[src/sv/ptp_pkg.sv]
`timescale 1ns / 1ps

package ptp_pkg;

  // Coordinate format and derived datapath widths.
  localparam int unsigned CoordFracBits = 16;
  localparam int unsigned DetW          = 124;
  localparam int unsigned AlphaDivW     = 123;
  localparam int unsigned FracBits      = 30;
  localparam int unsigned RootBits      = 34;
  localparam int unsigned NrmDivW       = 36;
  localparam int unsigned NrmSteps      = 31;

  // Barycentric constants with 30 fraction bits (Q0.30, MarginHi Q1.30).
  localparam logic [29:0] AlphaHalf = 30'd536870912;
  localparam logic [29:0] MarginLo  = 30'd1074;
  localparam logic [30:0] MarginHi  = 31'd1073740750;

  // Register reset values.
  localparam logic [30:0] AlarmReset   = 31'd65536;
  localparam logic [30:0] ContactReset = 31'd32768;

  // Near-zero determinant limits, one for each common pre-shift.
  localparam logic [DetW-1:0] DetThr0 =
    DetW'((128'd1 << (4 * (CoordFracBits - 0))) / 128'd1000000);
  localparam logic [DetW-1:0] DetThr1 =
    DetW'((128'd1 << (4 * (CoordFracBits - 1))) / 128'd1000000);
  localparam logic [DetW-1:0] DetThr2 =
    DetW'((128'd1 << (4 * (CoordFracBits - 2))) / 128'd1000000);
  localparam logic [DetW-1:0] DetThr3 =
    DetW'((128'd1 << (4 * (CoordFracBits - 3))) / 128'd1000000);
  localparam logic [DetW-1:0] DetThr4 =
    DetW'((128'd1 << (4 * (CoordFracBits - 4))) / 128'd1000000);

  function automatic logic [DetW-1:0] det_thr(input logic [2:0] s);
    logic [DetW-1:0] t;
    unique case (s)
      3'd0:    t = DetThr0;
      3'd1:    t = DetThr1;
      3'd2:    t = DetThr2;
      3'd3:    t = DetThr3;
      default: t = DetThr4;
    endcase
    return t;
  endfunction

  // Configuration register indexes.
  typedef enum logic [0:0] {
    RegAlarm   = 1'b0,
    RegContact = 1'b1
  } ptp_reg_e;

  typedef struct packed {
    logic signed [31:0] point_x;
    logic signed [31:0] point_y;
    logic signed [31:0] point_z;
    logic signed [31:0] vertex_a_x;
    logic signed [31:0] vertex_a_y;
    logic signed [31:0] vertex_a_z;
    logic signed [31:0] vertex_b_x;
    logic signed [31:0] vertex_b_y;
    logic signed [31:0] vertex_b_z;
    logic signed [31:0] vertex_c_x;
    logic signed [31:0] vertex_c_y;
    logic signed [31:0] vertex_c_z;
  } ptp_in_t;

  typedef struct packed {
    logic               contact_valid;
    logic               near_alarm;
    logic signed [31:0] closest_x;
    logic signed [31:0] closest_y;
    logic signed [31:0] closest_z;
    logic signed [31:0] normal_x;
    logic signed [31:0] normal_y;
    logic signed [31:0] normal_z;
    logic signed [31:0] signed_gap;
  } ptp_out_t;

endpackage

[src/sv/ptp_sqrt.sv]
`timescale 1ns / 1ps

module ptp_sqrt import ptp_pkg::*; #(
  parameter int unsigned ROOT_BITS = RootBits
) (
  input  logic                   clk_i,
  input  logic                   en_i,
  input  logic [2*ROOT_BITS-1:0] rad_i,
  output logic [ROOT_BITS-1:0]   root_o
);

  localparam int unsigned W = 2 * ROOT_BITS;

  // Digit-by-digit square root, one root bit per stage.
  logic [W-1:0] x_q [ROOT_BITS];
  logic [W-1:0] r_q [ROOT_BITS];

  for (genvar k = 0; k < ROOT_BITS; k++) begin : g_step
    localparam logic [W-1:0] One = W'(1) << (2 * (ROOT_BITS - 1 - k));
    logic [W-1:0] x_in, r_in, trial;
    logic         ge;

    if (k == 0) begin : g_first
      assign x_in = rad_i;
      assign r_in = '0;
    end else begin : g_next
      assign x_in = x_q[k-1];
      assign r_in = r_q[k-1];
    end

    assign trial = r_in + One;
    assign ge    = x_in >= trial;

    always_ff @(posedge clk_i) begin
      if (en_i) begin
        x_q[k] <= ge ? x_in - trial : x_in;
        r_q[k] <= ge ? (r_in >> 1) + One : r_in >> 1;
      end
    end
  end

  assign root_o = r_q[ROOT_BITS-1][ROOT_BITS-1:0];

endmodule

[config.mk]
export PLATFORM = sky130hd
export DESIGN_NAME = ptp_sqrt
export DESIGN_NICKNAME = d
export VERILOG_FILES = /design/src/sv/ptp_pkg.sv /design/src/sv/ptp_sqrt.sv
export SDC_FILE = /design/constraint.sdc
export NUM_CORES = 2
export LEC_CHECK = 0
export BUFFER_PORTS_ARGS = -buffer_cell sky130_fd_sc_hd__buf_2
export CORE_MARGIN = 1.5
export CORE_UTILIZATION = 55
export CTS_CLUSTER_SIZE = 16
export DETAILED_ROUTE_END_ITERATION = 12
export PLACE_DENSITY = 0.71
export SLEW_MARGIN = 20
export SYNTH_ARGS = -nofsm -noshare
export SYNTH_HDL_FRONTEND = slang
export SYNTH_MEMORY_MAX_BITS = 65536
export SYNTH_SLANG_ARGS = --single-unit
[constraint.sdc]
create_clock -name clk_i -period 7.48 [get_ports clk_i]
set_input_delay 1.496 -clock clk_i [delete_from_list [all_inputs] [get_ports clk_i]]
set_output_delay 1.496 -clock clk_i [all_outputs]
set_load 0.05 [all_outputs]
==> results.yml <==
logic_synthesis:
  syn-mean-instance-area_sq_um: 12.4
  synth_fp_nets: 11800
  synth_cell_types: 96
  ys.warnings.count: 0
  synth_area_sq_um: 138000
  ys_ff_latch: 2839
  yosysSeqAreaShare_pct: 62.0
  synthArstFlopShare_pct: 0
  synthCells: 11100
  ys.flop_type: "edfxtp_1"
  synth_edf_count: 2839
floorplan:
  die-area_sq_um: 253000
  chipWidth_um: 503
  die_height_um: 503
  start_util_pct: 55.3
  coreArea_sq_um: 249000
  placementRows: 183
  io_pins: 104
timing:
  setup_slack_ns: 2.46
  period_share_pct: 67.1
  worstMarginPinSlew_ns: 1.28
  setup_viol: 0
  tns_ns: 0
  hold_viol_final: 0
  min_period_ns: 5.02
  rsz0062_at_grt: "no"
  slew_violations: 0
  clock_skew_ns: 0.0768
  slew_headroom_pct: 13.9
  clock.fmax_mhz: 199
cts:
  clk_latency_ns: 0.95
  cts_sinks: 2839
  path_clk_slew_ns: 0.06
  cts-resized-gates: 0
  clockRootBuffer: "clkbuf_16"
  tritoncts: "done"
  cts_max_level: 5
  cts-buffers-inserted: 316
  hold_buffers: 0
  clock_path_buffers: 4
  postCtsSetupRepairBufs: 0
cells_and_area:
  areaGrowthSynthToFinish_pct: 10.6
  fin_nets: 12100
  num-fill-cells: 19400
  final_cell_mix: "2839 x edfxtp_1, 782 x inv_1, 779 x nand2_1"
  layout_commonest_cell: "edfxtp_1"
  stdcell_area_sq_um: 152000
  drive_above_1_share_pct: 6.97
power_and_ir_drop:
  pwr-share-seq_pct: 46.0
  power.internal_w: 0.0335
  leakage_nw: 56.7
  worst_ir_drop_vdd_uv: 251
  combPwrFrac_pct: 22.8
  power.switching_w: 0.0151
  switching_share_pct: 31.0
  pwr-share-clk_pct: 31.2
  p_per_area_nw_per_um2: 320
placement:
  place_ws_ns: 2.60
  dp.final_hpwl_um: 284000
  placed_area_sq_um: 142000
  numPortBuffers: 103
  gp_congestion: 0.973
critical_path:
  startpoint_type: "flop"
  cp_num_buf_inv: 2
  cp_top_family: "compound AO/OA/AOI/OAI gates"
  crit_slowest_cell: "a2111oi_4"
  crit_top_cell: "a211oi_1"
  max_stage_delay_ns: 0.86
  cp-end-kind: "flop"
  critical_path_class: "reg -> reg"
  worstPathCellList: "ha_1 -> a21o_1 -> a211oi_1 -> nor2_1 -> o31ai_1 -> a211oi_1 -> a2111oi_4 -> buf_4 -> inv_2 -> and2_1 -> nand4_1 -> xnor2_1"
  critPathMaxFanout: 55
  cp.required_ns: 8.14
  cp.arrival_ns: 5.68
global_routing:
  grt_pass1_vias: 89100
  grt_max_degree: 202
  grt_util_all_layers_pct: 29.3
  antenna_found_initial: 16
  grt_first_pass_wirelength_um: 556000
  grt.overflow.total: 0
detailed_routing:
  drcViolationCount: 0
  drt-pass1-iter-count: 6
  dr.first_iter.drc_count: 9552
  totalWireLength_um: 375000
  wl_per_cell_um: 25.1
  vias: 91000
  antenna_left: 0
  vias_per_cell: 6.10
worst_hold_path:
  hold_path.class: "reg -> reg"
run:
  max_cap_violations: 0
run_status:
  status: "finished clean"
==> path summary, 6_finish.rpt <==
| check | startpoint | to | slack [ns] | cells after the start |
|---|---|---|---|---|
| setup reg to reg | x_q[30][14]$_DFFE_PP_ | x_q[31][66]$_DFFE_PP_ | 2.46 | 12 |
| setup / recovery | x_q[30][14]$_DFFE_PP_ | x_q[31][66]$_DFFE_PP_ | 2.46 | 12 |
| hold reg to reg | r_q[20][28]$_DFFE_PP_ | r_q[21][27]$_DFFE_PP_ | 0.43 | 0 |
| hold / removal | r_q[20][28]$_DFFE_PP_ | r_q[21][27]$_DFFE_PP_ | 0.43 | 0 |
==> stage by stage <==
step / total power [W] / util [%] / instances / hold WS [ns]
3_5_place_dp: 0.0335 / 57.1 / 14400 / 0.426
6_report: 0.0486 / 61.2 / 14900 / 0.429
5_1_grt: 0.0507 / 61.2 / 14900 / 0.430
4_1_cts: 0.0487 / 61.1 / 14900 / 0.411
2_1_floorplan: 0.0294 / - / 11100 / 0.417
3_3_place_gp: 0.0334 / 57.1 / 14400 / 0.430
==> worst reg2reg max path: stages (launching register included) <==
cell       delay [ns]
edfxtp_1         0.39
ha_1             0.39
a21o_1           0.25
a211oi_1         0.44
nor2_1           0.08
o31ai_1          0.53
a211oi_1         0.39
a2111oi_4        0.87
buf_4            0.59
inv_2            0.30
and2_1           0.30
nand4_1          0.14
xnor2_1          0.07
==> cell families (layout without fill, tap and decap cells) <==
logic type | Yosys count | in the layout | share of synthesized area [%]
AO/OA/AOI/OAI | 2191 | 2191 | 9.93
XOR/XNOR | 995 | 995 | 6.34
adder cells (fa/ha/maj) | 625 | 625 | 5.69
buffers and inverters | 1055 | 1513 | 2.94
flip-flops | 2839 | 2839 | 62.0
multiplexers | 84 | 84 | 0.679
other | 0 | 4 | 0
AND/OR/NAND/NOR | 3334 | 3334 | 12.5
==> layout make-up <==
class | instances | area (sq um) | share of cell area [%]
sequential | 2839 | 85300 | 56.1
multi-input combinational | 7229 | 48400 | 31.8
clock buffer | 370 | 8240 | 5.42
tap | 3330 | 4170 | 2.74
inverter | 788 | 2960 | 1.94
clock inverter | 174 | 1730 | 1.14
timing repair buffer | 181 | 1300 | 0.857
antenna | 4 | 10.0 | 0.00658
==> power by group through the flow <==
stage / sequential, W / clock [W] / combinational (W)
floorplan: 0.0215 / 0 / 0.00787
global placement: 0.0226 / 0 / 0.0108
detailed placement: 0.0226 / 0 / 0.0109
CTS: 0.0224 / 0.0154 / 0.0110
global route: 0.0225 / 0.0160 / 0.0122
finish: 0.0224 / 0.0152 / 0.0111
==> synth_stat cells (24+ instances only) <==
library cell	instances	share of area, %
nand4_1	200	0.91
clkbuf_1	209	0.57
o21ai_0	539	2.0
nor2_1	742	2.0
ha_1	625	5.7
edfxtp_1	2839	62
a21boi_0	34	0.19
or4_1	83	0.45
o31ai_1	59	0.32
or3_1	117	0.53
a31oi_1	62	0.28
o21a_1	114	0.62
and3_1	50	0.23
nand3b_1	28	0.15
nor2b_1	75	0.34
a21oi_1	705	2.6
nor4b_1	52	0.33
nand2b_1	97	0.44
xnor2_1	523	3.3
mux2_2	73	0.60
o2111ai_1	24	0.15
a21o_1	254	1.4
and2_1	37	0.17
nand3_1	184	0.67
nand2_1	780	2.1
nor3_1	307	1.1
or2_2	44	0.20
xor2_1	472	3.0
nor4_1	398	1.8
o21bai_1	61	0.33
a211oi_1	50	0.27
inv_1	782	2.1
o211ai_1	60	0.33
buf_2	37	0.13
and4_1	33	0.21
==> per-layer routing <==
layer  vias to the layer above  wire [um]  GRT usage (%)
li1                      42200          -              -
met4                         4      19500           13.5
met1                     44800     152000           37.7
met2                      3211     182000           49.2
met5                         -         34              0
met3                       816      21700           4.26
==> flip-flops by register name (all words and copies together) (netlist names) <==
name and cells:
x_q 2244, r_q 595
(Power assumes the default switching activity.)
