--- src/sv/ptp_pkg.sv ---
`timescale 1ns / 1ps

package ptp_pkg;

  // Coordinate format and derived datapath widths.
  localparam int unsigned CoordFracBits = 16;
  localparam int unsigned DetW          = 124;
  localparam int unsigned AlphaDivW     = 123;
  localparam int unsigned FracBits      = 30;
  localparam int unsigned RootBits      = 34;
  localparam int unsigned NrmDivW       = 36;
  localparam int unsigned NrmSteps      = 31;

  // Barycentric constants with 30 fraction bits (Q0.30, MarginHi Q1.30).
  localparam logic [29:0] AlphaHalf = 30'd536870912;
  localparam logic [29:0] MarginLo  = 30'd1074;
  localparam logic [30:0] MarginHi  = 31'd1073740750;

  // Register reset values.
  localparam logic [30:0] AlarmReset   = 31'd65536;
  localparam logic [30:0] ContactReset = 31'd32768;

  // Near-zero determinant limits, one for each common pre-shift.
  localparam logic [DetW-1:0] DetThr0 =
    DetW'((128'd1 << (4 * (CoordFracBits - 0))) / 128'd1000000);
  localparam logic [DetW-1:0] DetThr1 =
    DetW'((128'd1 << (4 * (CoordFracBits - 1))) / 128'd1000000);
  localparam logic [DetW-1:0] DetThr2 =
    DetW'((128'd1 << (4 * (CoordFracBits - 2))) / 128'd1000000);
  localparam logic [DetW-1:0] DetThr3 =
    DetW'((128'd1 << (4 * (CoordFracBits - 3))) / 128'd1000000);
  localparam logic [DetW-1:0] DetThr4 =
    DetW'((128'd1 << (4 * (CoordFracBits - 4))) / 128'd1000000);

  function automatic logic [DetW-1:0] det_thr(input logic [2:0] s);
    logic [DetW-1:0] t;
    unique case (s)
      3'd0:    t = DetThr0;
      3'd1:    t = DetThr1;
      3'd2:    t = DetThr2;
      3'd3:    t = DetThr3;
      default: t = DetThr4;
    endcase
    return t;
  endfunction

  // Configuration register indexes.
  typedef enum logic [0:0] {
    RegAlarm   = 1'b0,
    RegContact = 1'b1
  } ptp_reg_e;

  typedef struct packed {
    logic signed [31:0] point_x;
    logic signed [31:0] point_y;
    logic signed [31:0] point_z;
    logic signed [31:0] vertex_a_x;
    logic signed [31:0] vertex_a_y;
    logic signed [31:0] vertex_a_z;
    logic signed [31:0] vertex_b_x;
    logic signed [31:0] vertex_b_y;
    logic signed [31:0] vertex_b_z;
    logic signed [31:0] vertex_c_x;
    logic signed [31:0] vertex_c_y;
    logic signed [31:0] vertex_c_z;
  } ptp_in_t;

  typedef struct packed {
    logic               contact_valid;
    logic               near_alarm;
    logic signed [31:0] closest_x;
    logic signed [31:0] closest_y;
    logic signed [31:0] closest_z;
    logic signed [31:0] normal_x;
    logic signed [31:0] normal_y;
    logic signed [31:0] normal_z;
    logic signed [31:0] signed_gap;
  } ptp_out_t;

endpackage

--- src/sv/ptp_delay.sv ---
`timescale 1ns / 1ps

module ptp_delay import ptp_pkg::*; #(
  parameter int unsigned W = 8,
  parameter int unsigned N = 2
) (
  input  logic         clk_i,
  input  logic         rst_ni,
  input  logic         en_i,
  input  logic         vld_i,
  input  logic [W-1:0] dat_i,
  output logic         vld_o,
  output logic [W-1:0] dat_o
);

  logic         vld_q [N];
  logic [W-1:0] dat_q [N];

  // Valid bits are control state and are cleared by reset.
  always_ff @(posedge clk_i or negedge rst_ni) begin
    if (!rst_ni) begin
      for (int k = 0; k < N; k++) vld_q[k] <= 1'b0;
    end else if (en_i) begin
      vld_q[0] <= vld_i;
      for (int k = 1; k < N; k++) vld_q[k] <= vld_q[k-1];
    end
  end

  // Payload moves with its valid bit.
  always_ff @(posedge clk_i) begin
    if (en_i) begin
      dat_q[0] <= dat_i;
      for (int k = 1; k < N; k++) dat_q[k] <= dat_q[k-1];
    end
  end

  assign vld_o = vld_q[N-1];
  assign dat_o = dat_q[N-1];

endmodule

--- config.mk ---
export PLATFORM = sky130hd
export DESIGN_NAME = ptp_delay
export DESIGN_NICKNAME = d
export VERILOG_FILES = /design/src/sv/ptp_pkg.sv /design/src/sv/ptp_delay.sv
export SDC_FILE = /design/constraint.sdc
export NUM_CORES = 1
export LEC_CHECK = 0
export BUFFER_PORTS_ARGS = -buffer_cell sky130_fd_sc_hd__buf_4
export CAP_MARGIN = 30
export CORE_MARGIN = 2
export CORE_UTILIZATION = 40
export CTS_BUF_LIST = sky130_fd_sc_hd__clkbuf_2 sky130_fd_sc_hd__clkbuf_4 sky130_fd_sc_hd__clkbuf_8
export DETAILED_ROUTE_END_ITERATION = 16
export PLACE_DENSITY = 0.66
export SLEW_MARGIN = 20
export SYNTH_ARGS = -nofsm -noshare
export SYNTH_HDL_FRONTEND = slang
export SYNTH_SLANG_ARGS = --single-unit
--- constraint.sdc ---
create_clock -name clk_i -period 1.8 [get_ports clk_i]
set_input_delay 0.09 -clock clk_i [delete_from_list [all_inputs] [get_ports clk_i]]
set_output_delay 0.09 -clock clk_i [all_outputs]
set_load 0.02 [all_outputs]
==> reports/metrics.cfg, run 1 <==
[logic_synthesis]
synth.most_common_cell = edfxtp_1
synthTopCellsByArea = edfxtp_1 (78%), buf_4 (9.8%), dfrtp_1 (8.2%)
synth_cell_types = 4
synthCells = 28
netlist_area_sq_um = 613.1
yosys.area.top_type = edfxtp_1
synth.top_cell.area_share = 0.7837
synth.avg_cell_area_sq_um = 21.90
synth-edff-count = 16
syn-num-nets = 40
ys_async_sr_fraction = 0.1111
ys_seq_area_frac = 0.8653
synth_common_cells = edfxtp_1 (16), buf_4 (8), dfrtp_1 (2), mux2_2 (2)
yosys_warnings = 0
ys_ff_latch = 18
synthFlopType = edfxtp_1

[routing]
via_per_inst = 4.275
drtIter0Drc = 1
drtAntennaViolNets = 0
drc = 0
wirelength_microns = 696
vias = 295
dr.pass1.iters = 2
wire_per_inst_microns = 10.09

[layout]
final_cell_count_no_fill = 69
antenna_cells = 0
fin_nets = 66
area_growth_pct = 38.57
drive_gt1_frac = 0.4906
fill_cells = 122

[timing]
fin_skew_ns = 0.002064
grt_setup_unrepaired = false
whs_ns = 0.04089
tightest_slew_ns = 0.2086
finalWorstSetupSlack_ns = 0.8806
fmax_mhz = 1088
drv_slew = 0
fin_setup_tns_ns = 0
min_period_over_period = 0.5108
relSlewSlack = 0.8610
finalCriticalPeriod_ns = 0.9194
setup-violations-final = 0
hold_viol = 0

[clocking]
cts_inserted_buffers = 3
tritoncts = done
htreeDepth = 1
cts_root_buffer = clkbuf_4
clock-sinks = 18
clk_latency_ns = 0.28
clk_path_buf_depth = 2
cts.clk_slew.worst_paths_ns = 0.09

[power]
p_clk_frac = 0.280
p_int_uw = 665.2
finalPower_uw = 818.9
swShare = 0.1878
leakage_nw = 0.3426
vdd_drop_max_mv = 0.6762
p_sw_uw = 153.8
p_comb_frac = 0.108
seq_power_share = 0.611
p_per_area_nw_per_um2 = 964.0

[run_status]
status = finished, final reports clean

[place]
dp_cells = 56
portBuffers = 20
dpl_worst_slack_ns = 0.9953
gp_congestion = 0.6498

[floorplan]
coreArea_sq_um = 1471
io_pins = 21
die_height_microns = 43.15
dieArea_sq_um = 1862
initial_core_util = 0.4167
fp.dieW_microns = 43.15
std_cell_rows = 14

[worst_setup_path]
crit_slowest_cell = dfrtp_1
crit_arrival_ns = 0.83
crit_path_max_incr_delay_ns = 0.39
worstSetupPathType = reg2out
crit_family = flip-flops
crit_fanout = 2
worstSetupStartpointType = flip-flop
critPathBufInv = 1
reg2reg_depth = 1
rr_startpoint = vld_q[1]
r2r_slack_ns = 1.05
worstPathRequired_ns = 1.71
cp-end-kind = output port
rr_endpoint = vld_q[1]
crit_chain = buf_4

[global_route]
grt_max_degree = 19
overflow = 0
antenna_found_initial = 0
grt_pass1_vias = 285
grt.total_usage = 0.1008
grt_pass1_wl_microns = 1228

[worst_hold_path]
holdPathEnd = vld_q[1]
hold_class = in2reg
whs_path_depth = 2
min-delay-start = vld_i

[run]
maxCapViolCount = 0

power by group through the flow:
stage          registers (mW)  clock network (mW)  logic (mW)
3_3_place_gp            0.508                   0      0.0732
3_5_place_dp            0.511                   0      0.0747
2_1_floorplan           0.512                   0      0.0377
4_1_cts                 0.501               0.238      0.0901
5_1_grt                 0.505               0.261      0.0941
6_report                0.501               0.230      0.0887
layer usage:
layer | track usage | up-vias | routed length (microns)
li1 | - | 145 | -
met5 | 0 | - | 0
met1 | 0.1098 | 132 | 278
met4 | 0.1273 | 0 | 45
met2 | 0.1403 | 14 | 338
met3 | 0.02553 | 4 | 34
sequential cells by signal (all words and copies together), names as in the netlist:
name and cells:
vld_o 1, vld_q 1, dat_q 16
cells in the final DEF (no fill, tap or decap), drive strengths merged:
| cell type | instances |
|---|---|
| buf | 20 |
| edfxtp | 16 |
| dlygate4sd3 | 9 |
| clkbuf | 4 |
| mux2 | 2 |
| dfrtp | 2 |
kinds of logic after synthesis:
| logic type | Yosys count | share of synthesized area |
|---|---|---|
| flops | 18 | 0.8653 |
| buf+inv | 8 | 0.09796 |
| mux | 2 | 0.03673 |
what timing repair did:
action                    in CTS  in global routing
hold buffers                   9                  0
hold endpoints to repair      10                  0
buffers inserted               0                  0
gates resized for setup        0                  0
worst max path at each step:
stage	start	to	slack (ns)	cells past startpoint
floorplan	vld_o	vld_o	0.97	1
detailed placement	en_i	vld_q[1]	1.0	2
finish	vld_o	vld_o	0.88	1
global placement	en_i	vld_q[1]	1.03	2
CTS	dat_q[0][13]	dat_o[5]	0.87	1
global route	dat_q[0][13]	dat_o[5]	0.82	1
through the flow:
stage               instance area (sq um)    util
floorplan                           613.1       -
global placement                    723.2  0.4915
detailed placement                  723.2  0.4915
CTS                                 849.6  0.5774
global route                        849.6  0.5774
finish                              849.6  0.5774
cell type report:
type                            instances  area [sq um]  share of cell area
Sequential cell                        18         530.5              0.6244
Tap cell                               16         20.02             0.02356
Clock buffer                            4         36.28             0.04271
Timing Repair Buffer                   29         240.2              0.2828
Multi-Input combinational cell          2         22.52             0.02651
Power figures use the tool's default switching activity.
==> inputs of run 2 (changes only) <==
--- a/config.mk
+++ b/config.mk
@@ -11,7 +11,7 @@
 export CORE_UTILIZATION = 40
 export CTS_BUF_LIST = sky130_fd_sc_hd__clkbuf_2 sky130_fd_sc_hd__clkbuf_4 sky130_fd_sc_hd__clkbuf_8
 export DETAILED_ROUTE_END_ITERATION = 16
-export PLACE_DENSITY = 0.66
+export PLACE_DENSITY = 0.69
 export SLEW_MARGIN = 20
 export SYNTH_ARGS = -nofsm -noshare
 export SYNTH_HDL_FRONTEND = slang
==> constraint.sdc (replaced) <==
create_clock -name clk_i -period 0.8 [get_ports clk_i]
set_input_delay 0.04 -clock clk_i [delete_from_list [all_inputs] [get_ports clk_i]]
set_output_delay 0.04 -clock clk_i [all_outputs]
set_load 0.02 [all_outputs]
==> reports/metrics.cfg, run 2 (synthesis gave the netlist of run 1 again) <==
[run_status]
status = finished, violations left
violations = negative setup slack

[layout]
multi_input_area_sq_um = 22.52  ; unchanged
antenna_cells = 0  ; unchanged
largest-register = dat_q
largest_reg_flops = 16  ; unchanged
seqCellArea_sq_um = 531.8  ; +0.24%
mostFrequentLayoutCells = edfxtp_1 (16), buf_4 (13), dlygate4sd3_1 (10)
drive_gt1_frac = 0.5000  ; +0.009434
fill_cells = 114  ; -6.6%
fin_nets = 69  ; +4.5%
layout_commonest_cell = edfxtp_1
fin_area_sq_um = 899.6  ; +5.9%
area_growth_pct = 46.73

[power]
p_per_area_nw_per_um2 = 2007  ; +110%
swShare = 0.2061  ; +0.01835
p_clk_frac = 0.239  ; -0.041
finalPower_mw = 1.805  ; +120%
vdd_drop_max_mv = 1.291  ; +91%
seq_power_share = 0.629  ; +0.018
leakage_nw = 0.3609  ; +5.4%
p_int_mw = 1.433  ; +120%
p_comb_frac = 0.131  ; +0.023
p_sw_uw = 372.1  ; +140%

[worst_setup_path]
crit_chain = buf_6
worstPathRequired_ns = 0.76  ; -0.95 ns
critPathBufInv = 1  ; unchanged
crit_arrival_ns = 0.82  ; about the same
crit_fanout = 1  ; -1
crit_slowest_cell = edfxtp_1
worstSetupPathType = reg2out
crit_family = flip-flops
cp-end-kind = output port
worstSetupStartpointType = flip-flop
crit_path_max_incr_delay_ns = 0.39  ; about the same

[global_route]
grt_max_degree = 11  ; -8
grt_pass1_vias = 359  ; +26%
grt_pass1_wl_microns = 1511  ; +23%
grt.total_usage = 0.1203  ; +0.01948
overflow = 0  ; unchanged
antenna_found_initial = 0  ; unchanged

[floorplan]
coreArea_sq_um = 1471  ; unchanged
io_pins = 21  ; unchanged
dieArea_sq_um = 1862  ; unchanged
std_cell_rows = 14  ; unchanged
die_height_microns = 43.15  ; unchanged
initial_core_util = 0.4167  ; unchanged
fp.dieW_microns = 43.15  ; unchanged

[timing]
relSlewSlack = 0.9280  ; +0.06702
fmax_mhz = 1162
hold_viol = 0  ; unchanged
grt_setup_unrepaired = true
drv_slew = 0  ; unchanged
tightest_slew_ns = 0.1080  ; -0.1005 ns
setup-violations-final = 9  ; +9
min_period_over_period = 1.076
fin_setup_tns_ns = -0.4736  ; -0.4736 ns
finalWorstSetupSlack_ns = -0.06089  ; -0.9415 ns
finalCriticalPeriod_ns = 0.8609
fin_skew_ns = 0.008551  ; +0.006487 ns

[run]
maxCapViolCount = 0  ; unchanged

[clocking]
cts_inserted_buffers = 3  ; unchanged
htreeDepth = 1  ; unchanged
clk_path_buf_depth = 2  ; unchanged
clk_latency_ns = 0.28  ; about the same
cts.clk_slew.worst_paths_ns = 0.10  ; about the same
post_cts_buffers = 0  ; unchanged
clock-sinks = 18  ; unchanged
tritoncts = done
cts_root_buffer = clkbuf_4

[routing]
vias = 308  ; +4.4%
via_per_inst = 4.278  ; about the same
drtIter0Drc = 7  ; +6
wirelength_microns = 916  ; +32%
drtAntennaViolNets = 0  ; unchanged
wire_per_inst_microns = 12.72  ; +26%
dr.pass1.iters = 3  ; +1
drc = 0  ; unchanged

[worst_hold_path]
hold_class = in2reg

[place]
portBuffers = 20  ; unchanged
gp_congestion = 0.6881  ; +5.9%
dpl-instance-area_sq_um = 739.5  ; +2.2%
dpl_worst_slack_ns = 0.03814  ; -0.9572 ns

## run 2: worst paths after layout
kind                         startpoint      endpoint  slack, ns  cells after the start
setup / recovery           dat_q[0][12]      dat_o[4]      -0.06                      1
hold / removal                     en_i         vld_o       0.04                      2
max in group asynchronous        rst_ni         vld_o       0.60                      2
setup reg to reg                  vld_o         vld_o       0.02                      1
min in group asynchronous        rst_ni         vld_o       0.10                      2
hold reg to reg             dat_q[0][5]  dat_q[0][13]       0.43                      0
## run 2: area by class of cell
cell class              instances  share of cell area
clock buffers                   3             0.02503
clock inverters                 1            0.004172
multi-input cells               2             0.02503
flip-flops and latches         18              0.5911
well taps                      16             0.02225
repair buffers                 32              0.3324
## run 2: routing by layer
layer,wire length (microns),share of wire,vias to the layer above,track usage
li1,-,-,150,-
met1,315,0.34,140,0.1117
met2,521,0.57,14,0.2000
met3,39,0.043,4,0.02128
met4,39,0.043,0,0.1394
met5,0,0,-,0
## run 2: stage by stage
stage	std cells	hold WS, ns	util
2_1_floorplan	28	-0.2556	-
6_report	72	0.04067	0.6114
3_5_place_dp	58	-0.1747	0.5026
4_1_cts	72	0.03276	0.6114
3_3_place_gp	58	-0.1786	0.5026
5_1_grt	72	0.02936	0.6114
## run 2: what timing repair did
item | 4_1_cts | 5_1_grt
gates resized for setup | 9 | 0
hold buffers | 10 | 0
endpoints found under the setup margin | 9 | 10
gates cloned | 0 | 0
pin swaps | 0 | 0
endpoints found under the hold margin | 11 | 0
## run 2: power by group through the flow
stage	clock, mW	combinational (mW)	sequential (mW)
after global placement	0	0.172	1.14
after detailed placement	0	0.178	1.15
final	0.432	0.237	1.14
after global routing	0.488	0.250	1.14
after CTS	0.440	0.238	1.14
after floorplan	0	0.0849	1.15
